--- src/hdl/chkd_pkg.sv ---
package chkd_pkg;

   typedef struct packed {
      logic [7:0] in_byte;
      logic       last_byte;
   } req_type;

   typedef struct packed {
      logic [7:0] out_byte;
      logic       has_byte;
      logic       final_res;
      logic [1:0] status;
   } rsp_type;

   // Size line report from the parser to the framing control.
   typedef struct packed {
      logic line_end;   // this byte is the LF of a CR LF pair
      logic line_full;  // this byte is the last one the line may hold
      logic size_zero;  // the parsed chunk size is zero
   } line_stat_type;

   // Framing phases.
   localparam logic [1:0] PH_SIZE = 2'd0;
   localparam logic [1:0] PH_DATA = 2'd1;
   localparam logic [1:0] PH_SKIP = 2'd2;
   localparam logic [1:0] PH_DONE = 2'd3;

   // Size parser phases.
   localparam logic [2:0] HX_BLANK  = 3'd0;
   localparam logic [2:0] HX_SIGN   = 3'd1;
   localparam logic [2:0] HX_ZERO   = 3'd2;
   localparam logic [2:0] HX_DIGITS = 3'd3;
   localparam logic [2:0] HX_STOP   = 3'd4;

   // Final status codes.
   localparam logic [1:0] ST_ZERO_CHUNK = 2'd0;
   localparam logic [1:0] ST_IN_DATA    = 2'd1;
   localparam logic [1:0] ST_MALFORMED  = 2'd2;

   localparam logic [7:0] CH_CR    = 8'h0D;
   localparam logic [7:0] CH_LF    = 8'h0A;
   localparam logic [7:0] CH_SPACE = 8'h20;
   localparam logic [7:0] CH_TAB   = 8'h09;
   localparam logic [7:0] CH_PLUS  = 8'h2B;
   localparam logic [7:0] CH_ZERO  = 8'h30;
   localparam logic [7:0] CH_LOW_X = 8'h78;
   localparam logic [7:0] CH_UP_X  = 8'h58;

   // Bit 4 flags a hex digit, bits 3:0 carry its value.
   function automatic logic [4:0] hex_digit(input logic [7:0] b);
      logic [4:0] r;
      r = 5'd0;
      if (b inside {[8'h30:8'h39]}) begin
         r = {1'b1, 4'(b - 8'h30)};
      end else if (b inside {[8'h61:8'h66]}) begin
         r = {1'b1, 4'(b - 8'h57)};
      end else if (b inside {[8'h41:8'h46]}) begin
         r = {1'b1, 4'(b - 8'h37)};
      end
      return r;
   endfunction

endpackage

--- src/hdl/chkd_line_parser.sv ---
module chkd_line_parser #(
   parameter int LINE_MAX  = 16,
   parameter int SIZE_BITS = 32
) (
   input  logic                   clock,
   input  logic                   reset,
   input  logic [7:0]             in_byte,
   input  logic                   step,
   input  logic                   restart,
   output chkd_pkg::line_stat_type stat,
   output logic [SIZE_BITS-1:0]   size_value
);

   localparam int LC_W = $clog2(LINE_MAX);

   logic [2:0]           hex_ff, hex_in, hex_cur;
   logic [SIZE_BITS-1:0] size_ff, size_in, acc;
   logic                 prev_cr_ff, prev_cr_in;
   logic [LC_W-1:0]      count_ff, count_in;
   logic [4:0]           digit;
   logic                 is_digit;

   always_comb begin
      digit    = chkd_pkg::hex_digit(in_byte);
      is_digit = digit[4];
      // Saturate once another digit would carry out of the top nibble.
      if (|size_ff[SIZE_BITS-1 -: 4]) begin
         acc = '1;
      end else begin
         acc = {size_ff[SIZE_BITS-5:0], digit[3:0]};
      end
      // A CR not followed by LF closes the digit field.
      hex_cur = prev_cr_ff ? chkd_pkg::HX_STOP : hex_ff;

      stat.line_end  = prev_cr_ff && (in_byte == chkd_pkg::CH_LF);
      stat.line_full = (count_ff == LC_W'(LINE_MAX - 1));
      stat.size_zero = (size_ff == '0);

      hex_in     = hex_ff;
      size_in    = size_ff;
      prev_cr_in = prev_cr_ff;
      count_in   = count_ff;

      if (restart) begin
         hex_in     = chkd_pkg::HX_BLANK;
         size_in    = '0;
         prev_cr_in = 1'b0;
         count_in   = '0;
      end else if (step && !stat.line_end) begin
         prev_cr_in = (in_byte == chkd_pkg::CH_CR);
         if (!stat.line_full) begin
            count_in = count_ff + 1'b1;
         end
         hex_in = hex_cur;
         if (in_byte != chkd_pkg::CH_CR) begin
            case (hex_cur)
               chkd_pkg::HX_BLANK: begin
                  if (in_byte == chkd_pkg::CH_SPACE || in_byte == chkd_pkg::CH_TAB) begin
                     hex_in = chkd_pkg::HX_BLANK;
                  end else if (in_byte == chkd_pkg::CH_PLUS) begin
                     hex_in = chkd_pkg::HX_SIGN;
                  end else if (in_byte == chkd_pkg::CH_ZERO) begin
                     hex_in = chkd_pkg::HX_ZERO;
                  end else if (is_digit) begin
                     size_in = acc;
                     hex_in  = chkd_pkg::HX_DIGITS;
                  end else begin
                     hex_in = chkd_pkg::HX_STOP;
                  end
               end
               chkd_pkg::HX_SIGN: begin
                  if (in_byte == chkd_pkg::CH_ZERO) begin
                     hex_in = chkd_pkg::HX_ZERO;
                  end else if (is_digit) begin
                     size_in = acc;
                     hex_in  = chkd_pkg::HX_DIGITS;
                  end else begin
                     hex_in = chkd_pkg::HX_STOP;
                  end
               end
               chkd_pkg::HX_ZERO: begin
                  if (in_byte == chkd_pkg::CH_LOW_X || in_byte == chkd_pkg::CH_UP_X) begin
                     hex_in = chkd_pkg::HX_DIGITS;
                  end else if (is_digit) begin
                     size_in = acc;
                     hex_in  = chkd_pkg::HX_DIGITS;
                  end else begin
                     hex_in = chkd_pkg::HX_STOP;
                  end
               end
               chkd_pkg::HX_DIGITS: begin
                  if (is_digit) begin
                     size_in = acc;
                  end else begin
                     hex_in = chkd_pkg::HX_STOP;
                  end
               end
               default: begin
                  hex_in = chkd_pkg::HX_STOP;
               end
            endcase
         end
      end
   end

   always_ff @(posedge clock) begin
      if (reset) begin
         hex_ff     <= chkd_pkg::HX_BLANK;
         size_ff    <= '0;
         prev_cr_ff <= 1'b0;
         count_ff   <= '0;
      end else begin
         hex_ff     <= hex_in;
         size_ff    <= size_in;
         prev_cr_ff <= prev_cr_in;
         count_ff   <= count_in;
      end
   end

   assign size_value = size_ff;

endmodule

--- src/hdl/http_chunked_decoder_top.sv ---
// Channel   Direction  Handshake               Beat contents
// req_      in         req_valid / req_ready   in_byte, last_byte
// rsp_      out        rsp_valid / rsp_ready   out_byte, has_byte, final_res, status
//
// One beat is taken per cycle; its result is registered and appears on rsp_ the cycle after.
// A beat yields a result only when it carries a payload byte or is marked last.
// req_ready is high while the result register is empty or being emptied in the same cycle,
// so a stall on rsp_ holds back req_ only once a result is actually waiting.
// Synchronous active-high reset returns to the start of a size line with the result register
// empty; a beat marked last does the same to the framing state after producing its result.
module http_chunked_decoder_top #(
   parameter int LINE_MAX  = 16,
   parameter int SIZE_BITS = 32
) (
   input  logic              clock,
   input  logic              reset,
   input  logic              req_valid,
   output logic              req_ready,
   input  chkd_pkg::req_type req_data,
   output logic              rsp_valid,
   input  logic              rsp_ready,
   output chkd_pkg::rsp_type rsp_data
);

   // Framing state. The size line itself is tracked in the parser.
   logic [1:0]           phase_ff, phase_in;
   logic [SIZE_BITS-1:0] remaining_ff, remaining_in;
   logic                 skip_count_ff, skip_count_in;
   logic                 outcome_bad_ff, outcome_bad_in;

   // Result register.
   logic                 rsp_valid_ff, rsp_valid_in;
   chkd_pkg::rsp_type    rsp_data_ff, rsp_data_in;

   logic                    accept;
   logic                    parse_step;
   logic                    parse_restart;
   chkd_pkg::line_stat_type line_stat;
   logic [SIZE_BITS-1:0]    size_value;
   logic [1:0]              status_raw;
   logic                    has_byte;
   logic                    skip_done;

   assign req_ready  = !rsp_valid_ff || rsp_ready;
   assign accept     = req_valid && req_ready;
   assign parse_step = accept && (phase_ff == chkd_pkg::PH_SIZE);
   // The gap after a payload ends on its second byte; the next size line opens then.
   assign skip_done  = accept && (phase_ff == chkd_pkg::PH_SKIP) && skip_count_ff;
   assign parse_restart = (accept && req_data.last_byte) || skip_done;

   chkd_line_parser #(
      .LINE_MAX  (LINE_MAX),
      .SIZE_BITS (SIZE_BITS)
   ) u_line_parser (
      .clock      (clock),
      .reset      (reset),
      .in_byte    (req_data.in_byte),
      .step       (parse_step),
      .restart    (parse_restart),
      .stat       (line_stat),
      .size_value (size_value)
   );

   // Framing control: one decision per beat, taken in the cycle the beat is accepted.
   always_comb begin
      phase_in       = phase_ff;
      remaining_in   = remaining_ff;
      skip_count_in  = skip_count_ff;
      outcome_bad_in = outcome_bad_ff;
      has_byte       = 1'b0;
      status_raw     = chkd_pkg::ST_IN_DATA;

      case (phase_ff)
         chkd_pkg::PH_SIZE: begin
            if (line_stat.line_end) begin
               if (line_stat.size_zero) begin
                  phase_in       = chkd_pkg::PH_DONE;
                  outcome_bad_in = 1'b0;
                  status_raw     = chkd_pkg::ST_ZERO_CHUNK;
               end else begin
                  remaining_in = size_value;
                  phase_in     = chkd_pkg::PH_DATA;
                  status_raw   = chkd_pkg::ST_IN_DATA;
               end
            end else begin
               // A line that runs past its limit condemns the rest of the body.
               if (line_stat.line_full) begin
                  phase_in       = chkd_pkg::PH_DONE;
                  outcome_bad_in = 1'b1;
               end
               status_raw = chkd_pkg::ST_MALFORMED;
            end
         end
         chkd_pkg::PH_DATA: begin
            has_byte     = 1'b1;
            remaining_in = remaining_ff - 1'b1;
            if (remaining_ff == SIZE_BITS'(1)) begin
               phase_in      = chkd_pkg::PH_SKIP;
               skip_count_in = 1'b0;
            end
         end
         chkd_pkg::PH_SKIP: begin
            if (skip_count_ff) begin
               skip_count_in = 1'b0;
               phase_in      = chkd_pkg::PH_SIZE;
            end else begin
               skip_count_in = 1'b1;
            end
         end
         default: begin
            status_raw = outcome_bad_ff ? chkd_pkg::ST_MALFORMED : chkd_pkg::ST_ZERO_CHUNK;
         end
      endcase

      // The last beat of a body leaves the decoder ready for the next body.
      if (req_data.last_byte) begin
         phase_in       = chkd_pkg::PH_SIZE;
         remaining_in   = '0;
         skip_count_in  = 1'b0;
         outcome_bad_in = 1'b0;
      end

      rsp_data_in.out_byte  = has_byte ? req_data.in_byte : 8'd0;
      rsp_data_in.has_byte  = has_byte;
      rsp_data_in.final_res = req_data.last_byte;
      rsp_data_in.status    = req_data.last_byte ? status_raw : chkd_pkg::ST_ZERO_CHUNK;

      if (accept && (has_byte || req_data.last_byte)) begin
         rsp_valid_in = 1'b1;
      end else if (rsp_ready) begin
         rsp_valid_in = 1'b0;
      end else begin
         rsp_valid_in = rsp_valid_ff;
      end
   end

   always_ff @(posedge clock) begin
      if (reset) begin
         phase_ff       <= chkd_pkg::PH_SIZE;
         remaining_ff   <= '0;
         skip_count_ff  <= 1'b0;
         outcome_bad_ff <= 1'b0;
         rsp_valid_ff   <= 1'b0;
      end else begin
         if (accept) begin
            phase_ff       <= phase_in;
            remaining_ff   <= remaining_in;
            skip_count_ff  <= skip_count_in;
            outcome_bad_ff <= outcome_bad_in;
         end
         rsp_valid_ff <= rsp_valid_in;
      end
   end

   always_ff @(posedge clock) begin
      if (accept && (has_byte || req_data.last_byte)) begin
         rsp_data_ff <= rsp_data_in;
      end
   end

   assign rsp_valid = rsp_valid_ff;
   assign rsp_data  = rsp_data_ff;

   // A payload phase always has at least one byte left to pass.
   a_data_nonzero: assert property (@(posedge clock) disable iff (reset)
      (phase_ff == chkd_pkg::PH_DATA) |-> (remaining_ff != '0))
      else $error("payload phase with no bytes remaining");

   // The skip counter only moves inside the gap after a payload.
   a_skip_idle: assert property (@(posedge clock) disable iff (reset)
      (phase_ff != chkd_pkg::PH_SKIP) |-> !skip_count_ff)
      else $error("skip counter set outside the skip phase");

   // A last beat returns the framing to the start of a size line.
   a_last_restarts: assert property (@(posedge clock) disable iff (reset)
      (accept && req_data.last_byte) |=> (phase_ff == chkd_pkg::PH_SIZE && !outcome_bad_ff))
      else $error("framing state not restarted after last beat");

   // Only a final result carries a non-zero status.
   a_status_final: assert property (@(posedge clock) disable iff (reset)
      (rsp_valid_ff && !rsp_data_ff.final_res) |-> (rsp_data_ff.status == chkd_pkg::ST_ZERO_CHUNK))
      else $error("status set on a non-final result");

endmodule
--- config.mk ---
export PLATFORM = sky130hd
export DESIGN_NAME = http_chunked_decoder_top
export DESIGN_NICKNAME = d
export VERILOG_FILES = /design/src/hdl/chkd_pkg.sv /design/src/hdl/chkd_line_parser.sv /design/src/hdl/http_chunked_decoder_top.sv
export SDC_FILE = /design/constraint.sdc
export NUM_CORES = 1
export LEC_CHECK = 0
export ABC_AREA = 0
export BUFFER_PORTS_ARGS = -buffer_cell sky130_fd_sc_hd__buf_2
export CAP_MARGIN = 0
export CORE_MARGIN = 10
export CORE_UTILIZATION = 55
export CTS_BUF_LIST = sky130_fd_sc_hd__clkbuf_8
export DETAILED_ROUTE_END_ITERATION = 10
export PLACE_DENSITY = 0.83
export RECOVER_POWER = 25
export SYNTH_ARGS = -nofsm -noshare
export SYNTH_HDL_FRONTEND = slang
export SYNTH_SLANG_ARGS = --single-unit
export TNS_END_PERCENT = 30
--- constraint.sdc ---
create_clock -name clock -period 2.65 [get_ports clock]
set_clock_uncertainty 0.2 [all_clocks]
set_input_delay 0.1325 -clock clock [delete_from_list [all_inputs] [get_ports clock]]
set_output_delay 0.1325 -clock clock [all_outputs]
set_load 0.01 [all_outputs]
Yosys cells after proc, flatten, opt, wreduce, memory -nomap -nowiden
Index checks and enable logic that the tools add are counted.
{ "totals": {"reg_bits": 89, "out_inout_bits": 14, "word_cells": 133} }
{ "classes": {"n_addsub": 5, "magnitude_cmp": 6, "eq_ne": 25, "muxes": 46, "n_bitwise": 1, "reduce_logical": 37} }
{ "op_table": {"columns": ["op", "n"], "rows": [
  ["two-way mux 32 bit", 9],
  ["case mux 32 bit (4 select lines)", 1],
  ["case mux 32 bit (2 select lines)", 1],
  ["equality test 32 x 1 -> 1 bit, second input constant", 1],
  ["logical NOT 32 bit", 1],
  ["subtractor 32 x 1 -> 32 bit, second input constant", 1],
  ["equality test 8 x 4 -> 1 bit, second input constant", 3],
  ["equality test 8 x 6 -> 1 bit, second input constant", 3],
  ["two-way mux 3 bit", 8],
  ["equality test 8 x 7 -> 1 bit, second input constant", 2],
  ["greater-or-equal comparator 8 x 7 -> 1 bit, second input constant", 2],
  ["<= comparator 8 x 7 -> 1 bit, second input constant", 2],
  ["two-way mux 2 bit", 8],
  ["two-way mux 5 bit", 3],
  ["inequality test 3 bit, second input constant", 5],
  ["two-way mux 1 bit", 12],
  ["case mux 3 bit (4 select lines)", 1],
  ["logical AND 1 bit", 11],
  ["nonzero test 3 bit", 3],
  ["greater-or-equal comparator 8 x 6 -> 1 bit, second input constant", 1],
  ["<= comparator 8 x 6 -> 1 bit, second input constant", 1],
  ["inequality test 8 x 4 -> 1 bit, second input constant", 1],
  ["AND reduction 4 bit", 2],
  ["nonzero test 4 bit", 2],
  ["25 further kinds", 36]
]} }

Longest topological paths before layout
{ "depth": {"ltp_word": 11, "ltp_mapped": 9, "ltp_nobuf": 7} }

Hierarchy
From an unflattened synthesis, not the netlist that was laid out.
{ "unflattened": {"hier_cells": 589, "hier_area_um2": 5057.4} }
{ "modules_own_cells": {"columns": ["mod", "instances", "cells_per_inst", "area_each_um2", "seq_area_each_um2"], "rows": [
  ["http_chunked_decoder_top", 1, 380, 3135.5, 1101.1],
  ["chkd_line_parser", 1, 209, 1921.8, 800.8]
]} }

Least setup slack after synthesis
No wires, ideal clock.
{ "synth_timing": {"path_kind": "register to register", "from": "register remaining_ff[0]", "to": "register remaining_ff[28]", "setup_time_ps": 92, "arrival_time_ps": 2110, "t_required_ps": 2358, "path_slack_ps": 248, "path_stages_with_launch": 9, "path_buffers": 1, "synth_period_minus_slack_ps": 2402, "cell_sequence": "dfxtp_1 -> inv_1 -> ha_1 -> or3b_2 -> buf_2 -> or4_4 -> nor2_1 -> a32oi_1 -> o32ai_1"} }
{ "synth_via": {"elab_chain_cells": 3} }
{ "synth_rtl": {"columns": ["item", "line", "text"], "rows": [
  ["start: declaration", "http_chunked_decoder_top.sv:27", "logic [SIZE_BITS-1:0] remaining_ff, remaining_in;"],
  ["start signal: assignment", "http_chunked_decoder_top.sv:147", "remaining_ff <= remaining_in;"],
  ["subtractor 32 x 1 -> 32 bit", "http_chunked_decoder_top.sv:96", "remaining_in = remaining_ff - 1'b1;"],
  ["case mux 32 bit (2 select lines)", "http_chunked_decoder_top.sv:73", "case (phase_ff)"],
  ["two-way mux 32 bit", "http_chunked_decoder_top.sv:116", "if (req_data.last_byte) begin"]
]} }
No other way between the ends.
A chain may end at the register's enable or synchronous reset.

Final worst setup path
{ "layout_timing": {"from": "register remaining_ff[0]", "to": "register remaining_ff[30]"} }
Same word-level chain as after synthesis.

==> metrics.txt <==
EDFF count, synth 12; PwrDens 500 nW/um^2; Root Driver clkbuf_8; Worst Tran Pin Value 700 ps; Layout Nets 626; RSZ-0062 raised after global routing no; Yosys warning count 0; first-iteration detailed-routing DRC count 633; Worst Setup Start Kind flip-flop; Synth Flop Type dfxtp_1; total negative slack 0 ps; Hold Violations, Final 0; Reg area 1900 um^2; # fillers 723; core box area 8810 um^2; DR vias 4971; area growth from synthesis to layout 12.0%; Crit path arrival time 2610 ps; CP endpoint kind flip-flop; Pins Over Slew Limit 0; VDD IR max 0.000266 V; Worst-Skew Late Latency 360 ps; gr ovfl total 0; vias in the first global route 4637; remaining antenna violation count 0; simple-gate share of the synthesized area 21.9%; layout cells sized above 1 19.5%; Antenna Cells 0; syn_nets 596; worst setup slack after layout 106 ps; Worst Path Max Fanout 5; Final Wtd Congestion 0.932; adder-cell share of the synthesized area 3.00%; count leader, synth dfxtp_1; status completed; Place WS 122 ps; DP Area 5330 um^2; Die Y 115 um; Synth area leader dfxtp_1; H-tree levels 3; Tot Pwr 2810 uW; Post-Route WL 14.6 mm; initial antenna violation count 0; register area share after synthesis 38.0%; Design Area, Final 5610 um^2; Ports 27; synthesized instance count 571; synth top area cells dfxtp_1 (31%), edfxtp_1 (7.2%), o221a_2 (7.2%); CP Class reg -> reg; Crit path required time 2720 ps; WL/cell 20.5 um; Initial Util 56.9%; post-synthesis mux area share 0.599%; slew margin rel. 53.0%; die span in x 115 um; Post-DP HPWL 9.88 mm; min Tclk post-route 2540 ps; static leakage 0.00203 uW; max cap viols 0; Yosys top cell area share 30.8%; Residual DRC 0; CTS tree yes; final period utilization 96.0%; Bufs on Longest Clock Path 2; compound-gate portion of the synthesized area 29.2%; postcts setup bufs 0; Finished Core Util 63.7%; CTS clock-pin slew for the worst setup and hold paths 100 ps; vias per cell 6.96; synth cell count leaders dfxtp_1 (77), a21oi_1 (51), nor2_1 (44), inv_1 (36), o221a_2 (32); main combinational cell family by area after synthesis compound AO/OA/AOI/OAI gates; Mapped Avg Cell Area 8.77 um^2; flops & latches, synth 89; XOR/XNOR Fraction of Synth Area 0.699%; Unique masters post-synth 68; pin count of the biggest net entering global routing 33; Port Buf Inserts 26; top achievable clock speed 393 MHz; Final Setup Violations 0; First-pass DRT Iterations 5; CTS Buf Count 9; fraction of registers with async set/reset 0%; Cell Area, Synth 5010 um^2; multi-input logic area 2790 um^2; Cell Rows 34; overall die area 13300 um^2; gr usage total 21.7%; first-pass GRT wire length 23.7 mm; Sink Count 89; min-delay worst type in -> reg
[final cells by class]
class                           instances  area share, %
Tap cell                              108           2.41
Clock buffer                            9           2.21
Sequential cell                        89           33.9
Multi-Input combinational cell        403           49.8
Timing Repair Buffer                   62           7.51
Clock inverter                          7           1.78
Inverter                               36           2.41
[power breakdown]
group,internal (uW),switching [uW],total (uW)
clock network,542,529,1070
registers,1390,25.1,1420
logic,121,198,319
total,2050,751,2810
[flip-flops by register name, indices dropped and copies added (netlist names)]
signal,flops
u_line_parser.hex_ff,3
remaining_ff,32
rsp_valid,1
rsp_data,12
skip_count_ff,1
u_line_parser.prev_cr_ff,1
u_line_parser.size_value,32
u_line_parser.count_ff,4
outcome_bad_ff,1
phase_ff,2
[placed cells by master (no fill, tap or decap), drive strengths merged, types with 10 or more instances in the layout]
cell,Yosys,routed
nor3,20,20
a21oi,52,52
and2,10,10
nand3,15,15
nor2,44,44
o32ai,24,24
o21ai,17,17
clkbuf,29,24
inv,36,39
dfxtp,77,77
buf,14,41
ha,12,12
o221a,32,32
edfxtp,12,12
nand2,25,25
nor4,17,17
a31oi,18,18
[through the flow]
stage	hold slack [ps]	std cells
final	4.93	714
after global routing	17.1	714
after CTS	2.62	714
after detailed placement	265	692
after global placement	257	692
after floorplan	31.4	571
[layer usage]
| metal | up-vias | GRT usage (%) | wire (um) |
|---|---|---|---|
| met3 | 34 | 5.06 | 1470 |
| met2 | 296 | 33.0 | 6690 |
| met1 | 2360 | 29.6 | 6130 |
| li1 | 2281 | - | - |
| met4 | 0 | 7.43 | 325 |
| met5 | - | 0 | 0 |
[worst max-delay path, cell delays in order (launching register included)]
cell and delay (ps):
dfxtp_1 360, inv_1 90, ha_1 180, or3b_2 510, or4_4 540, nor2_2 170, a32oi_1 120, o32ai_1 270
[logic make-up (layout without fill, tap and decap cells)]
logic type | after synthesis | after routing
xor gates and xnor gates | 4 | 4
buffers and inverters | 79 | 114
AOI/OAI and AO/OA | 194 | 194
muxes | 3 | 3
DFF | 89 | 89
and+or+nand+nor | 190 | 190
adders and majority gates | 12 | 12
[path summary, 6_finish.rpt]
kind / end / startpoint / depth (start not counted) / slack (ps)
min reg2reg: remaining_ff[18] / remaining_ff[18] / 2 / 280
min: rsp_data[6] / req_data[3] / 2 / 5
max reg2reg: remaining_ff[30] / remaining_ff[0] / 7 / 110
max: remaining_ff[30] / remaining_ff[0] / 7 / 110
[timing repair]
item,CTS,global route
hold buffers,6,0
resized for setup,1,2
hold endpoints to repair,6,0
endpoints found under the setup margin,3,3
(Power assumes the default switching activity.)
